--- src/hdl/tds_pkg.sv ---
package tds_pkg;

   localparam int SLOT_COUNT     = 256;
   localparam int SLOT_W         = 8;
   localparam int READY_DEPTH    = 256;
   localparam int READY_W        = 8;
   localparam int MAX_DEPENDENTS = 16;
   localparam int DEP_W          = 4;
   localparam int MAX_WORKERS    = 32;
   localparam int EPOCH_BITS     = 24;
   localparam int DEPS_MAX       = 511;

   localparam logic [2:0] CMD_ALLOC    = 3'd0;
   localparam logic [2:0] CMD_SCALAR   = 3'd1;
   localparam logic [2:0] CMD_INDEXED  = 3'd2;
   localparam logic [2:0] CMD_ADD_DEP  = 3'd3;
   localparam logic [2:0] CMD_SUBMIT   = 3'd4;
   localparam logic [2:0] CMD_TAKE     = 3'd5;
   localparam logic [2:0] CMD_DONE     = 3'd6;
   localparam logic [2:0] CMD_QUERY    = 3'd7;

   localparam logic [2:0] ST_OK        = 3'd0;
   localparam logic [2:0] ST_NO_FREE   = 3'd1;
   localparam logic [2:0] ST_READY_FULL = 3'd2;
   localparam logic [2:0] ST_STALE     = 3'd3;
   localparam logic [2:0] ST_DEPS_FULL = 3'd4;
   localparam logic [2:0] ST_EMPTY     = 3'd5;

   localparam logic [1:0] KIND_INDEXED = 2'd2;

   typedef struct packed {
      logic [2:0]  command;
      logic [7:0]  task_slot;
      logic [23:0] task_epoch;
      logic [7:0]  other_slot;
      logic [23:0] other_epoch;
      logic [31:0] work_limit;
   } req_type;

   typedef struct packed {
      logic [2:0]  status;
      logic [7:0]  out_slot;
      logic [23:0] out_epoch;
      logic [1:0]  out_kind;
      logic        finished;
   } rsp_type;

   typedef struct packed {
      logic [EPOCH_BITS-1:0] epoch;
      logic [8:0]            deps;
      logic [5:0]            workers;
      logic [1:0]            kind;
      logic [31:0]           limit;
      logic [4:0]            dep_cnt;
   } slot_info_type;

   typedef struct packed {
      logic [EPOCH_BITS-1:0] epoch;
      logic [SLOT_W-1:0]     slot;
   } handle_type;

   function automatic logic [5:0] entries_for(slot_info_type info, logic [5:0] wc);
      logic [5:0] w;
      logic [5:0] n;
      if (wc == 6'd0) begin
         w = 6'd1;
      end else if (wc > 6'(MAX_WORKERS)) begin
         w = 6'(MAX_WORKERS);
      end else begin
         w = wc;
      end
      n = (info.limit < {26'd0, w}) ? info.limit[5:0] : w;
      if (info.kind != KIND_INDEXED) begin
         return 6'd1;
      end
      return (n == 6'd0) ? 6'd1 : n;
   endfunction

endpackage

--- src/hdl/tds_front.sv ---
module tds_front (
   input  logic            clock,
   input  logic            reset,
   input  logic            start,
   input  tds_pkg::req_type req_item,
   input  logic            hold,
   output logic            busy,
   output logic            head_valid,
   output tds_pkg::req_type head_item,
   input  logic            pop
);
   import tds_pkg::*;

   req_type    q_ff [2];
   logic [1:0] count_ff, count_in;
   logic       rd_ff, rd_in, wr_ff, wr_in;
   logic       push;

   assign busy       = hold | (count_ff == 2'd2);
   assign push       = start & ~busy;
   assign head_valid = count_ff != 2'd0;
   assign head_item  = q_ff[rd_ff];

   always_comb begin
      wr_in    = push ? ~wr_ff : wr_ff;
      rd_in    = pop ? ~rd_ff : rd_ff;
      count_in = count_ff + {1'b0, push} - {1'b0, pop};
   end

   always_ff @(posedge clock) begin
      if (push) begin
         q_ff[wr_ff] <= req_item;
      end
      if (reset) begin
         count_ff <= 2'd0;
         rd_ff    <= 1'b0;
         wr_ff    <= 1'b0;
      end else begin
         count_ff <= count_in;
         rd_ff    <= rd_in;
         wr_ff    <= wr_in;
      end
   end

endmodule

--- config.mk ---
export PLATFORM = sky130hd
export DESIGN_NAME = tds_front
export DESIGN_NICKNAME = d
export VERILOG_FILES = /design/src/hdl/tds_pkg.sv /design/src/hdl/tds_front.sv
export SDC_FILE = /design/constraint.sdc
export NUM_CORES = 1
export LEC_CHECK = 0
export BUFFER_PORTS_ARGS = -buffer_cell sky130_fd_sc_hd__buf_2
export CORE_MARGIN = 1
export CORE_UTILIZATION = 25
export CTS_CLUSTER_DIAMETER = 200
export CTS_CLUSTER_SIZE = 10
export DETAILED_ROUTE_END_ITERATION = 7
export PLACE_DENSITY = 0.54
export RECOVER_POWER = 50
export SLEW_MARGIN = 0
export SYNTH_ARGS = -nofsm -noshare
export SYNTH_HDL_FRONTEND = slang
export SYNTH_SLANG_ARGS = --single-unit
export TNS_END_PERCENT = 10
--- constraint.sdc ---
create_clock -name clock -period 8.8 [get_ports clock]
set_input_delay 1.76 -clock clock [delete_from_list [all_inputs] [get_ports clock]]
set_output_delay 1.76 -clock clock [all_outputs]
set_load 0.01 [all_outputs]
==> results of run 1 <==
kinds of logic after synthesis:
family / share of synthesized area [%]
XOR/XNOR: 0.355
multiplexers: 15.7
AND/OR/NAND/NOR: 0.795
adder cells (fa/ha/maj): 0.338
buffers and inverters: 1.10
flip-flops: 81.7
routing by layer:
metal	global-route usage, %	up-vias
li1	-	1753
met5	0	-
met4	2.85	0
met3	3.26	28
met2	16.7	133
met1	11.1	1855
final cells by class:
cell class / count / area [µm²]
Clock buffer: 33 / 656
Inverter: 2 / 7.51
Multi-Input combinational cell: 117 / 1270
Fill cell: 2817 / 19500
Sequential cell: 203 / 6050
Clock inverter: 1 / 8.76
Tap cell: 384 / 480
Timing Repair Buffer: 207 / 967
worst max-delay path by stage:
stage / slack (ns) / cells after the start / from / endpoint
final: 3.09 / 4 / hold / q_ff[1][52]
after global routing: 2.61 / 4 / hold / q_ff[1][52]
after CTS: 4.31 / 3 / flop / head_item[98]
after detailed placement: 4.21 / 4 / hold / q_ff[1][9]
after global placement: 4.36 / 4 / hold / q_ff[1][64]
after floorplan: 2.13 / 2 / hold / q_ff[0][0]
sequential cells by signal, summed over array words and instances, names as in the netlist, named ones only:
name	count
q_ff	198
wr_ff	1
rd_ff	1
count_ff	2
synth_stat cells, drive strengths merged:
cell,number,area [µm²]
nor2,7,26.3
buf,11,73.8
edfxtp,198,5950
mux2,100,1160
dfxtp,5,100
nand2b,2,12.5
xnor2,2,17.5
xor2,1,8.76
ha,2,25.0
nor2b,1,6.26
or2,1,6.26
nand3b,1,7.51
inv,2,7.51
power breakdown:
part	switching, W	leakage, nW	internal, W
registers	0.0000193	1.85	0.00113
clock network	0.000347	0.322	0.000510
logic	0.000120	1.12	0.000105
total	0.000487	3.30	0.00174
worst min-delay path: stages (launching register included):
cell,delay (ns)
dfxtp_1,0.32
xnor2_1,0.08
nor2_1,0.08
per-stage QoR:
step                cell area, µm²  total power [W]  instances  hold slack, ns  setup slack [ns]
floorplan                     7400          0.00130        333           0.480              2.13
global placement              8870          0.00139        913           0.503              4.36
detailed placement            8870          0.00140        913           0.504              4.21
CTS                           9530          0.00228        947           0.518              4.31
global route                  9440          0.00232        947           0.543              2.61
finish                        9440          0.00223        947           0.519              3.09
==> PnR_summary.wiki, run 1 <==
{| class="wikitable"
! Metric !! Value
|-
| Post-Syn Instances || roughly 330
|-
| # hold bufs at CTS || 0
|-
| Final TNS setup || 0 ns
|-
| Post-Synthesis Net Count || between 400 and 500
|-
| Logic depth of the worst register-to-register path || 4
|-
| Data required time at the worst endpoint || approximately 8.9 ns
|-
| Root Buffer Master || clkbuf_16
|-
| Post CTS Setup Buffer Count || 0
|-
| Clock skew after layout || approximately 0.011 ns
|-
| Most used cells in the layout excluding fill and tap cells || 198 x edfxtp_1, 143 x buf_2, 90 x mux2_2
|-
| Detailed Route WL || about 15 mm
|-
| Insertion delay of the later-clocked pin in the worst-skew pair || a little over 0.5 ns
|-
| Count of antenna diodes in the layout || 0
|-
| First-pass GRT wire length || between 20 and 25 mm
|-
| Crit-path max cell delay || roughly 2.7 ns
|-
| Endpoint kind of the worst setup timing path || flop
|-
| Chip height || 174 µm
|-
| Final routed wire length divided by cell count || 15.7 µm
|-
| Final Util || about a third
|-
| YS warnings || 0
|-
| Reported max-cap violation count || 2
|-
| Slowest cell on the critical path || nor2_1
|-
| Top layer used by detailed routing || met4
|-
| Post-detailed-route count of antenna-violating nets || 0
|-
| Via count of the first global-routing pass || 4187
|-
| Clock edge transition at the registers on the reported setup and hold paths || roughly 0.06 ns
|-
| Detailed router's first-iteration violation count || 163
|-
| Slew margin rel. || -142%
|-
| Count of cell types in the netlist || 15
|-
| Worst min-delay path class || reg2reg
|-
| Endpoint of the most critical register-to-register path || q_ff[1][52]
|-
| Number of port buffers || just over 200
|-
| Final Cycle Share || around two thirds
|-
| Failing checks || capacitance limit, slew limit
|-
| Unrepaired setup endpoints after global routing || false
|-
| Leakage power summed over all cells || approximately 3.3 nW
|-
| Die W || 174 µm
|-
| CTS tree || yes
|-
| Synthesized area divided by synthesized cell count || 22.2 µm²
|-
| Final weighted congestion in routability-driven placement || between 0.6 and 0.7
|-
| Reg-to-reg slack, setup || ~4 ns
|-
| Number of sinks driven by the clock tree || just over 200
|-
| Slew of the pin with the lowest slew margin || 3.61 ns
|-
| Clock Path Buffers || 3
|-
| Hold path depth || 2
|-
| Share of post-route cells with drive strength above 1 || 48.7%
|-
| Total met2 wirelength after detailed routing || between 7 and 8 mm
|-
| Total congestion overflow || 0
|-
| Result of the run || complete, but fails checks
|-
| HPWL after DPL || 9.65 mm
|-
| Placeable core region || 28900 µm²
|-
| Maximum number of pins on one net before global-route repair || 62
|-
| Overall via count from detail_route || 3769
|-
| P per Cell Area || about 240 nW/µm²
|-
| Number of buffers created by CTS || 24
|-
| Portion of the post-synthesis area used by sequential elements || 81.7%
|-
| Data arrival time of the critical path || slightly below 6 ns
|-
| Initial antenna violation count || 0
|-
| Met3 routed WL || around 1.0 mm
|-
| Synthesis-to-finish area growth || 27.6%
|-
| Kind of start point of the critical path || primary input
|-
| CP Cell Sequence || buf_2 > nand3b_1 > nor2_1 > buf_4
|-
| Post-route DRC violation count || 0
|-
| Highest Clock Rate || 175 MHz
|-
| Combined area of all synthesized cells || around 7400 µm²
|-
| Most frequent standard cell in the layout excluding fill and tap cells || edfxtp_1
|-
| Hold Path Origin || rd_ff
|-
| Number of cells upsized or downsized after cts || 0
|-
| I/O pin cnt || 205
|-
| WS Path Type || in2reg
|-
| Pre-Repair DR Iteration Count || 4
|-
| Final-report setup violation count || 0
|-
| GRT Resource Usage Total || a little under a tenth
|-
| Post-route minimum period || 5.71 ns
|-
| H-Tree Depth || 1
|-
| Die area || approximately 30000 µm²
|-
| # rows || 62
|-
| Buf/Inv on CP || 2
|-
| Peak VDD IR || 127 µV
|-
| Launching point of the worst reg2reg path || count_ff[0]
|-
| FF+latch count, synth || just over 200
|-
| Total routed wire length on the met1 layer || 6.04 mm
|-
| Kind of cell adding the most delay to the critical path || simple AND/OR/NAND/NOR gates
|-
| Average vias per placed instance || about 4.0
|-
| Final hold violation count || 0
|-
| Largest fanout of any net on the critical path || 60
|-
| Starting density of the core || between 20 and 30%
|-
| Final slew viol count || 81
|-
| Number of nets in the finished design || 661
|}
(Power assumes the default switching activity.)
==> run 2: changes to the inputs <==
--- a/config.mk
+++ b/config.mk
@@ -5,6 +5,7 @@
 export SDC_FILE = /design/constraint.sdc
 export NUM_CORES = 1
 export LEC_CHECK = 0
+export ABC_AREA = 1
 export BUFFER_PORTS_ARGS = -buffer_cell sky130_fd_sc_hd__buf_2
 export CORE_MARGIN = 1
 export CORE_UTILIZATION = 25
==> constraint.sdc (replaced) <==
create_clock -name clock -period 5.5 [get_ports clock]
set_input_delay 1.1 -clock clock [delete_from_list [all_inputs] [get_ports clock]]
set_output_delay 1.1 -clock clock [all_outputs]
set_load 0.01 [all_outputs]
==> run 2 against run 1 <==
Net effect: the run still ends with capacitance limit, slew limit left; combinational power increased by 43%; synthesized area increased by 0.19%; total power is 57% higher; largest power group unchanged.
==> PnR_summary.wiki, run 2 <==
{| class="wikitable"
! Metric !! Value
|-
| Leakage power summed over all cells || 3.34 nW (+1.3%)
|-
| H-Tree Depth || 1 (unchanged)
|-
| Flip-flop and latch area || 6050 µm² (unchanged)
|-
| Number of nets in the finished design || 672 (+1.7%)
|-
| Share of post-route cells with drive strength above 1 || 48.4% (-0.24 points)
|-
| # rows || 62 (unchanged)
|-
| Final-report setup violation count || 0 (unchanged)
|-
| Chip height || 174 µm (about the same)
|-
| GRT Resource Usage Total || 9.55% (-0.041 points)
|-
| Post-Syn Instances || 342 (+2.7%)
|-
| Final routed wire length divided by cell count || 15.5 µm (-1.2%)
|-
| Largest fanout of any net on the critical path || 38 (-37%)
|-
| Most used cells in the layout excluding fill and tap cells || 198 x edfxtp_1, 144 x buf_2, 89 x mux2_2
|-
| Crit-path max cell delay || 0.55 ns (-2.11 ns)
|-
| Final TNS setup || 0 ns (unchanged)
|-
| First-pass GRT wire length || 22.9 mm (+0.91%)
|-
| Registers with the highest flip-flop counts || q_ff (198), count_ff (2)
|-
| CP Cell Sequence || buf_4 > mux2_2 > buf_2
|-
| Overall via count from detail_route || 3823 (+1.4%)
|-
| Unrepaired setup endpoints after global routing || false
|-
| Main combinational cell family by area after synthesis || multiplexers
|-
| Die area || 30400 µm² (+0.18%)
|-
| Endpoint kind of the worst setup timing path || output port
|-
| Initial antenna violation count || 0 (unchanged)
|-
| Adder-cell share of the synthesized area || 0.337% (-0.00063 points)
|-
| Post-route DRC violation count || 0 (unchanged)
|-
| WS Path Type || reg2out
|-
| Multiplexer fraction of the synthesized cell area || 15.5% (-0.18 points)
|-
| Final Cycle Share || around three fifths
|-
| Share of the synthesized area in compound gates (AO/OA/AOI/OAI) || 0.0675% (+0.067 points)
|-
| HPWL after DPL || 9.79 mm (+1.5%)
|-
| Post-Synthesis Net Count || 448 (+2.1%)
|-
| Post-place setup slack || 2.30 ns (-1.91 ns)
|-
| Synth Flop Type || edfxtp_1
|-
| Result of the run || complete, but fails checks
|-
| Slew margin rel. || -51.8% (+90 points)
|-
| Via count of the first global-routing pass || 4361 (+4.2%)
|-
| Post-detailed-route count of antenna-violating nets || 0 (unchanged)
|-
| Final Util || 32.8% (+0.13 points)
|-
| Post-route minimum period || ~3.3 ns
|-
| Final hold violation count || 0 (unchanged)
|-
| Slew of the pin with the lowest slew margin || 2.28 ns (-1.33 ns)
|-
| Detailed router's first-iteration violation count || 108 (-34%)
|-
| Multi-input gate area || 1270 µm² (about the same)
|-
| FF+latch count, synth || 203 (unchanged)
|-
| Cell types with the highest counts after synthesis || 198 x edfxtp_1, 89 x mux2_2, 10 x mux2_4
|-
| Placeable core region || 28900 µm² (unchanged)
|-
| Share of flip-flops with an asynchronous set or reset || 0% (unchanged)
|-
| Starting density of the core || 25.6% (+0.048 points)
|-
| Post CTS Setup Buffer Count || 0 (unchanged)
|-
| Top layer used by detailed routing || met4
|-
| Filler cell count in the final layout || 2830 (+0.46%)
|-
| Reported max-cap violation count || 1 (-1)
|-
| Worst min-delay path class || reg2reg
|-
| Number of buffers created by CTS || 24 (unchanged)
|-
| Biggest register || q_ff
|-
| Highest Clock Rate || a little over 300 MHz
|-
| Number of sinks driven by the clock tree || 203 (unchanged)
|-
| Peak VDD IR || 260 µV (+100%)
|-
| Post-route worst setup slack || 2.18 ns (-0.902 ns)
|-
| Met3 routed WL || 912 µm (-13%)
|-
| Portion of the post-synthesis area used by sequential elements || 81.5% (-0.15 points)
|-
| Total met2 wirelength after detailed routing || 7.66 mm (+4.8%)
|-
| Non-filler cells, final || 958 (+1.2%)
|-
| Count of cell types in the netlist || 15 (unchanged)
|-
| Number of cells upsized or downsized after cts || 0 (unchanged)
|-
| Total routed wire length on the met1 layer || 5.71 mm (-5.5%)
|-
| Synth area leader || edfxtp_1
|-
| Count of flip-flops with a built-in enable after synthesis || 198 (unchanged)
|-
| Synthesis-to-finish area growth || 27.8%
|-
| Share of the synthesized netlist area taken by xor and xnor gates || 0.118% (-0.24 points)
|-
| Slowest cell on the critical path || dfxtp_4
|-
| Kind of start point of the critical path || flop
|-
| Pre-Repair DR Iteration Count || 4 (unchanged)
|-
| Count of antenna diodes in the layout || 0 (unchanged)
|-
| Final slew viol count || 40 (-51%)
|-
| Data arrival time of the critical path || 2.22 ns (-3.62 ns)
|-
| Cell with the most instances after synthesis || edfxtp_1
|-
| Data required time at the worst endpoint || 4.40 ns (-4.52 ns)
|-
| Fraction of the mapped netlist area in simple logic gates || 0.996% (+0.20 points)
|-
| Number of flip-flops under the largest register name || 198 (unchanged)
|-
| Insertion delay of the later-clocked pin in the worst-skew pair || 0.50 ns (about the same)
|-
| # hold bufs at CTS || 0 (unchanged)
|-
| Combined area of all synthesized cells || 7410 µm² (+0.19%)
|-
| Clock skew after layout || 0.0122 ns (+0.00103 ns)
|-
| Clock edge transition at the registers on the reported setup and hold paths || 0.05 ns (about the same)
|-
| Top-area cell type share of the netlist area || 80.2% (-0.15 points)
|-
| Final weighted congestion in routability-driven placement || 0.711 (+2.0%)
|-
| Detailed Route WL || 14.8 mm (about the same)
|-
| CTS tree || yes
|-
| I/O pin cnt || 205 (unchanged)
|-
| Failing checks || capacitance limit, slew limit
|-
| Number of port buffers || 204 (unchanged)
|-
| Average vias per placed instance || 3.99 (+0.27%)
|-
| Leading cell types by total area after synthesis || edfxtp_1 80%, mux2_2 14%, mux2_4 2.0%
|-
| Clock Path Buffers || 3 (unchanged)
|-
| Maximum number of pins on one net before global-route repair || 68 (+9.7%)
|-
| Die W || 174 µm (about the same)
|-
| Instance count after placement with tap cells included || 924 (+1.2%)
|-
| YS warnings || 0 (unchanged)
|-
| Synthesized area divided by synthesized cell count || 21.7 µm² (-2.5%)
|-
| Total congestion overflow || 0 (unchanged)
|-
| Root Buffer Master || clkbuf_16
|-
| Most frequent standard cell in the layout excluding fill and tap cells || edfxtp_1
|-
| P per Cell Area || 368 nW/µm² (+56%)
|}
==> run 2: area by class of cell <==
class,instances,area share (%)
Multi-Input combinational cell,120,13.4
Tap cell,384,5.07
Clock buffer,33,6.92
Clock inverter,1,0.0924
Inverter,8,0.343
Timing Repair Buffer,209,10.3
Sequential cell,203,63.8
==> run 2: power by group <==
| part | total (W) | switching, W | internal [W] |
|---|---|---|---|
| registers | 0.00180 | 0.0000220 | 0.00178 |
| logic | 0.000323 | 0.000171 | 0.000151 |
| clock network | 0.00137 | 0.000554 | 0.000816 |
==> run 2: path summary, 6_finish.rpt <==
kind,from,endpoint,slack (ns),cells past startpoint
max reg2reg,count_ff[0],q_ff[0][42],2.62,5
min,rd_ff,flop,0.51,2
max,flop,head_item[8],2.18,3
min reg2reg,rd_ff,flop,0.51,2
==> run 2: per-layer routing <==
layer / vias to the layer above / global-route usage [%]
met1: 1874 / 10.3
li1: 1777 / -
met5: - / 0
met4: 0 / 3.47
met2: 140 / 17.6
met3: 32 / 2.73
==> run 2: kinds of logic (layout without fill, tap and decap cells) <==
logic type / Yosys count / after routing
AO/OA/AOI/OAI: 1 / 1
XOR/XNOR: 1 / 1
buffers and inverters: 19 / 251
multiplexers: 99 / 99
adder cells (fa/ha/maj): 2 / 2
flip-flops: 203 / 203
AND/OR/NAND/NOR: 17 / 17
==> run 2: metrics by stage <==
step | hold WS (ns) | cell area, µm² | total power (W)
after floorplan | 0.480 | 7420 | 0.00202
after global placement | 0.508 | 8890 | 0.00215
after detailed placement | 0.491 | 8890 | 0.00216
after CTS | 0.503 | 9560 | 0.00355
after global routing | 0.553 | 9480 | 0.00362
final | 0.507 | 9480 | 0.00349
==> run 2: worst max-delay path, delay by kind of cell (launching register included) <==
| kind | cells | cell delay [ns] |
|---|---|---|
| flip-flops | 1 | 0.55 |
| multiplexers | 1 | 0.42 |
| buffers and inverters | 2 | 0.68 |
